**config.mk**
```make
export PLATFORM = sky130hd
export DESIGN_NAME = trq_fifo
export DESIGN_NICKNAME = d
export VERILOG_FILES = /design/src/rtl/core/trq_pkg.sv /design/src/rtl/core/trq_fifo.sv
export SDC_FILE = /design/constraint.sdc
export NUM_CORES = 1
export LEC_CHECK = 0
export BUFFER_PORTS_ARGS = -buffer_cell sky130_fd_sc_hd__buf_2
export CAP_MARGIN = 40
export CORE_UTILIZATION = 45
export DETAILED_ROUTE_END_ITERATION = 8
export GPL_ROUTABILITY_DRIVEN = 0
export GPL_TIMING_DRIVEN = 0
export PLACE_DENSITY = 0.65
export SLEW_MARGIN = 25
export SYNTH_ARGS = -nofsm -noshare
export SYNTH_HDL_FRONTEND = slang
export SYNTH_SLANG_ARGS = --single-unit
export TNS_END_PERCENT = 5
```
**constraint.sdc**
```tcl
create_clock -name clk -period 6.05 [get_ports clk]
set_clock_uncertainty 0.05 [all_clocks]
set_input_delay 0.3025 -clock clk [delete_from_list [all_inputs] [get_ports clk]]
set_output_delay 0.3025 -clock clk [all_outputs]
set_load 0.01 [all_outputs]
```
**src/rtl/core/trq_pkg.sv**
```systemverilog
package trq_pkg;

  // One point or vector of three Q16.16 coordinates
  typedef struct packed {
    logic signed [31:0] x;
    logic signed [31:0] y;
    logic signed [31:0] z;
  } point_t;

  // Per-trail bookkeeping: point count and ring head slot
  typedef struct packed {
    logic [6:0] cnt;
    logic [5:0] head;
  } meta_t;

  // Work word handed from the front end to the quad engine
  typedef struct packed {
    logic [5:0]  ent;
    logic [5:0]  head;
    logic [6:0]  cnt;
    logic [6:0]  limit;
    point_t      pos;
    logic [30:0] hw;
    logic [15:0] shader;
  } cmd_t;

endpackage

```
**src/rtl/core/trq_fifo.sv**
```systemverilog
module trq_fifo #(
  parameter int DEPTH = 4
) (
  input  logic          clk,
  input  logic          rst_n,
  input  logic          push,
  input  trq_pkg::cmd_t push_cmd,
  input  logic          pop,
  output trq_pkg::cmd_t pop_cmd,
  output logic          full,
  output logic          empty
);
  import trq_pkg::*;

  localparam int PW = (DEPTH > 1) ? $clog2(DEPTH) : 1;

  cmd_t          mem_r [DEPTH];
  logic [PW-1:0] wr_ptr_r;
  logic [PW-1:0] rd_ptr_r;
  logic [PW:0]   count_r;

  assign full    = (count_r == (PW+1)'(DEPTH));
  assign empty   = (count_r == '0);
  assign pop_cmd = mem_r[rd_ptr_r];

  // Advance pointers; depth is a power of two so they wrap by themselves
  always_ff @(posedge clk) begin
    if (!rst_n) begin
      wr_ptr_r <= '0;
      rd_ptr_r <= '0;
      count_r  <= '0;
    end else begin
      if (push) begin
        wr_ptr_r <= wr_ptr_r + 1'b1;
      end
      if (pop) begin
        rd_ptr_r <= rd_ptr_r + 1'b1;
      end
      if (push && !pop) begin
        count_r <= count_r + 1'b1;
      end else if (pop && !push) begin
        count_r <= count_r - 1'b1;
      end
    end
  end

  // Hold words
  always_ff @(posedge clk) begin
    if (push) begin
      mem_r[wr_ptr_r] <= push_cmd;
    end
  end

endmodule

```
# Word level (Yosys, flattened, before mapping)
# Memory sizes are Yosys's and may differ from the RTL's. A register that Yosys moved wholly into a read port is not among the register bits.
# Index checks and enable logic that the tools add are counted.
[totals]
ff_bits = 7
mem_bits_rw = 676
out_inout_bits = 171
word_cells = 21
mem_count = 1
[memory_table]
columns = ["memory", "depth", "width", "read_ports", "rd_ports_with_merged_regs", "wr", "line_no", "text"]
rows = [
  ["mem_r", 4, 169, 1, 1, 1, "trq_fifo.sv:17", "cmd_t mem_r [DEPTH];"],
]
[op_classes]
n_addsub = 4
eq_ne = 1
muxes = 6
reduce_logical = 6
[op_table]
columns = ["cell", "count"]
rows = [
  ["$mux W3", 2],
  ["$add A2 B1 Y2 const B", 2],
  ["$mux W2", 2],
  ["$add A3 B1 Y3 const B", 1],
  ["$eq A3 B3 Y1 const B", 1],
  ["$logic_not A3 Y1", 1],
  ["$sub A3 B1 Y3 const B", 1],
  ["$logic_and A1 B1 Y1", 2],
  ["$logic_not A1 Y1", 2],
  ["$mux W1", 2],
  ["$reduce_bool A2 Y1", 1],
]

# Longest topological paths before layout
[logic_depth]
word_depth = 4
mapped_depth = 7
mapped_depth_nobuf = 7

# Worst setup path before layout
# No wires, ideal clock.
[synth_path]
path_kind = "register -> register"
start = "reg wr_ptr_r[0]"
end = "mem mem_r[0][0] in the netlist's numbering (enable)"
arrival_time_ns = 4.396
slack_ns = 1.055
path_stages_with_launch = 4
n_path_buf = 0
cell_sequence = "dfxtp_1 inv_1 ha_1 and2_1"
[synth_rtl]
columns = ["element", "line_no", "text"]
rows = [
  ["from (decl)", "trq_fifo.sv:18", "logic [PW-1:0] wr_ptr_r;"],
  ["from (signal assigned)", "trq_fifo.sv:34", "wr_ptr_r <= wr_ptr_r + 1'b1;"],
  ["to (decl)", "trq_fifo.sv:17", ""],
]
# Straight into the memory's write port.

==> results by group <==
Status
  – Status: finished, final reports clean

Finish
  – Most common cell after layout, fill and taps aside: edfxtp_1
  – Core Util, Final: 0.588
  – Share of layout cells above drive strength 1: 0.419
  – FILL cells: 3,895
  – Layout Nets: ~1,700
  – Most frequent cells in the layout: edfxtp_1 (676), buf_2 (361), dlygate4sd3_1 (170)
  – Fin area: between 30,000 and 40,000 sq um
  – Area growth syn-to-layout: 28.2%

Floorplan
  – Full die area: 56,100 sq um
  – Die W: 237 um
  – Boundary Pins: 344
  – Die height: 237 um
  – Core area: 54,100 sq um
  – Initial Utilization: 0.459
  – Row Count: 85

Yosys
  – Synth top area share: 0.818
  – Synthesized Nets: 1,105
  – YS warnings: 0
  – Sequential area share after synthesis: 0.825
  – Cells after synthesis: 926
  – Post-Syn Area: 24,800 sq um
  – #FFs+latches synth: 685
  – Mean Syn Cell Area: 26.8 sq um
  – Netlist cell types: 20
  – Top cells by area, synth: edfxtp_1 (82%), mux4_2 (15%), dfxtp_1 (0.73%)
  – Cell taking the most area after synthesis: edfxtp_1

Timing
  – Final worst slack: 3210 ps
  – Final setup fails: 0
  – Final hold viol count: 0
  – Crit path time final: about 2800 ps
  – Max Slew Vio Count: 0
  – Fmax: 0.352 GHz
  – Least-Margin Pin Slew: approximately 690 ps
  – RSZ-0062 raised after global routing: no
  – Period utilization: 0.470
  – Rel. slew slack: 0.540

Route
  – Vias per cell: 5.20
  – Initial DRC Count: 618
  – Final ANT Viol Nets: 0
  – DR WL/cell: 21.7 um
  – Final wirelength: 49,600 um
  – DR pass1 iterations: 4
  – DRC Markers: 0
  – Vias: 11,875

Global route
  – Number of global-route vias before repair: 12,792
  – Largest net degree at the start of global routing: 42
  – Met3 Track Usage GR: 0.0497
  – Met1 usage: 0.231
  – Initial antenna violation count: 5
  – Met2 usage: 0.301
  – Global route total overflow: 0
  – Gr usage total: 0.180
  – First-pass GRT wire length: 75,600 um
  – Grt peak-use layer: met2

Clock network
  – Clock Tree Buf Depth: 3
  – Clk sinks: 685
  – Post-CTS setup buffer count: 0
  – CTS tree: yes
  – Root Buffer: clkbuf_16
  – H-tree levels: 3
  – Worst skew pair latency: 580 ps
  – Num CTS Buffers: between 70 and 80
  – Resized Gates After CTS: 0
  – Worst-path clk slew: about 50 ps

Setup path
  – Critical path startpoint category: flip-flop
  – Setup CP Type: flip-flop to primary output
  – CP Capture Type: primary output
  – CP arrival: 2490 ps
  – CP Max Fanout: 10
  – WP data required: 5700 ps

Worst hold path
  – Min-Delay Path Class: input port to flip-flop

Placed design
  – PortBufs: 343
  – Setup slack at placement: 3710 ps
  – Post-DP HPWL: 30,800 um
  – Post-DP Area: 27,800 sq um

Power and ir drop
  – Pwr dens: 343 nW/um^2
  – Cell leakage power: 10.9 nW
  – VDD IR max: 0.000296 V

Flow run
  – Max-cap viol count: 0
## per-layer routing
| layer | vias to the layer above | wire length (um) |
|---|---|---|
| met2 | 342 | 24900 |
| met3 | 75 | 3400 |
| met5 | - | 23 |
| li1 | 5266 | - |
| met1 | 6188 | 20200 |
| met4 | 4 | 1100 |
## cells by family (layout without fill, tap and decap cells)
logic type	Yosys count	after routing	synth area share
multiplexers	171	171	0.154
AO/OA/AOI/OAI	2	2	0.000504
other	0	3	0
flip-flops	685	685	0.825
buffers and inverters	42	702	0.0115
adder cells (fa/ha/maj)	6	6	0.00333
AND/OR/NAND/NOR	15	15	0.00368
XOR/XNOR	5	5	0.00176
## worst paths after layout
kind                                  start           end  slack (ps)  cells past startpoint
worst max register to register  wr_ptr_r[0]  mem_r[2][48]        3870                      5
worst min register to register   count_r[2]    count_r[2]         490                      2
worst min-delay path                    pop     flip-flop          50                      3
worst max-delay path              flip-flop   pop_cmd[84]        3210                      5
## stage by stage
stage	setup TNS [ps]	hold WS [ps]	std cells	total power, mW
final	0	54.8	2285	10.9
after detailed placement	0	469	1983	6.67
after global routing	0	33.1	2285	11.3
after global placement	-1563510	439	1965	6.68
after CTS	0	2.83	2282	11.0
after floorplan	0	351	926	6.21
## cell type report
type                       count  area (sq um)  share of cell area
sequential                   685         20500               0.643
multi-input combinational    199          4070               0.128
timing repair buffer         531          3820               0.120
clock buffer                  95          1930              0.0606
tap                          696           871              0.0274
clock inverter                34           367              0.0115
buffer                        38           272             0.00853
inverter                       4          15.0            0.000472
antenna                        3          7.51            0.000236
## Yosys cell counts
cell type	instances
xnor2_1	2
buf_6	14
mux4_2	169
buf_2	18
inv_1	4
a21boi_0	1
mux2i_1	2
xor2_1	3
o21ai_0	1
nor2b_1	2
nor3_1	1
or3_1	1
ha_1	5
fa_1	1
dfxtp_1	9
edfxtp_1	676
nand2_1	1
clkbuf_1	6
nor3b_1	1
and2_1	9
## critical path: stages (launching register included)
cell and delay, ps:
dfxtp_1 300, buf_2 220, clkbuf_2 440, buf_2 400, mux4_2 360, buf_2 170
## flip-flops by register name, indices dropped and copies added, names as in the netlist, named ones only
| register | cells |
|---|---|
| mem_r | 676 |
| count_r | 3 |
| rd_ptr_r | 2 |
| wr_ptr_r | 2 |
## what timing repair did
action | 4_1_cts | 5_1_grt
setup endpoints to repair | 0 | 0
hold buffers | 170 | 0
endpoints found under the hold margin | 685 | 0
## where the power goes
| part | internal [mW] | total, mW | switching, mW |
|---|---|---|---|
| Combinational | 0.552 | 1.14 | 0.588 |
| Sequential | 5.45 | 5.50 | 0.0459 |
| Clock | 2.55 | 4.27 | 1.72 |
Power figures use the tool's default switching activity.
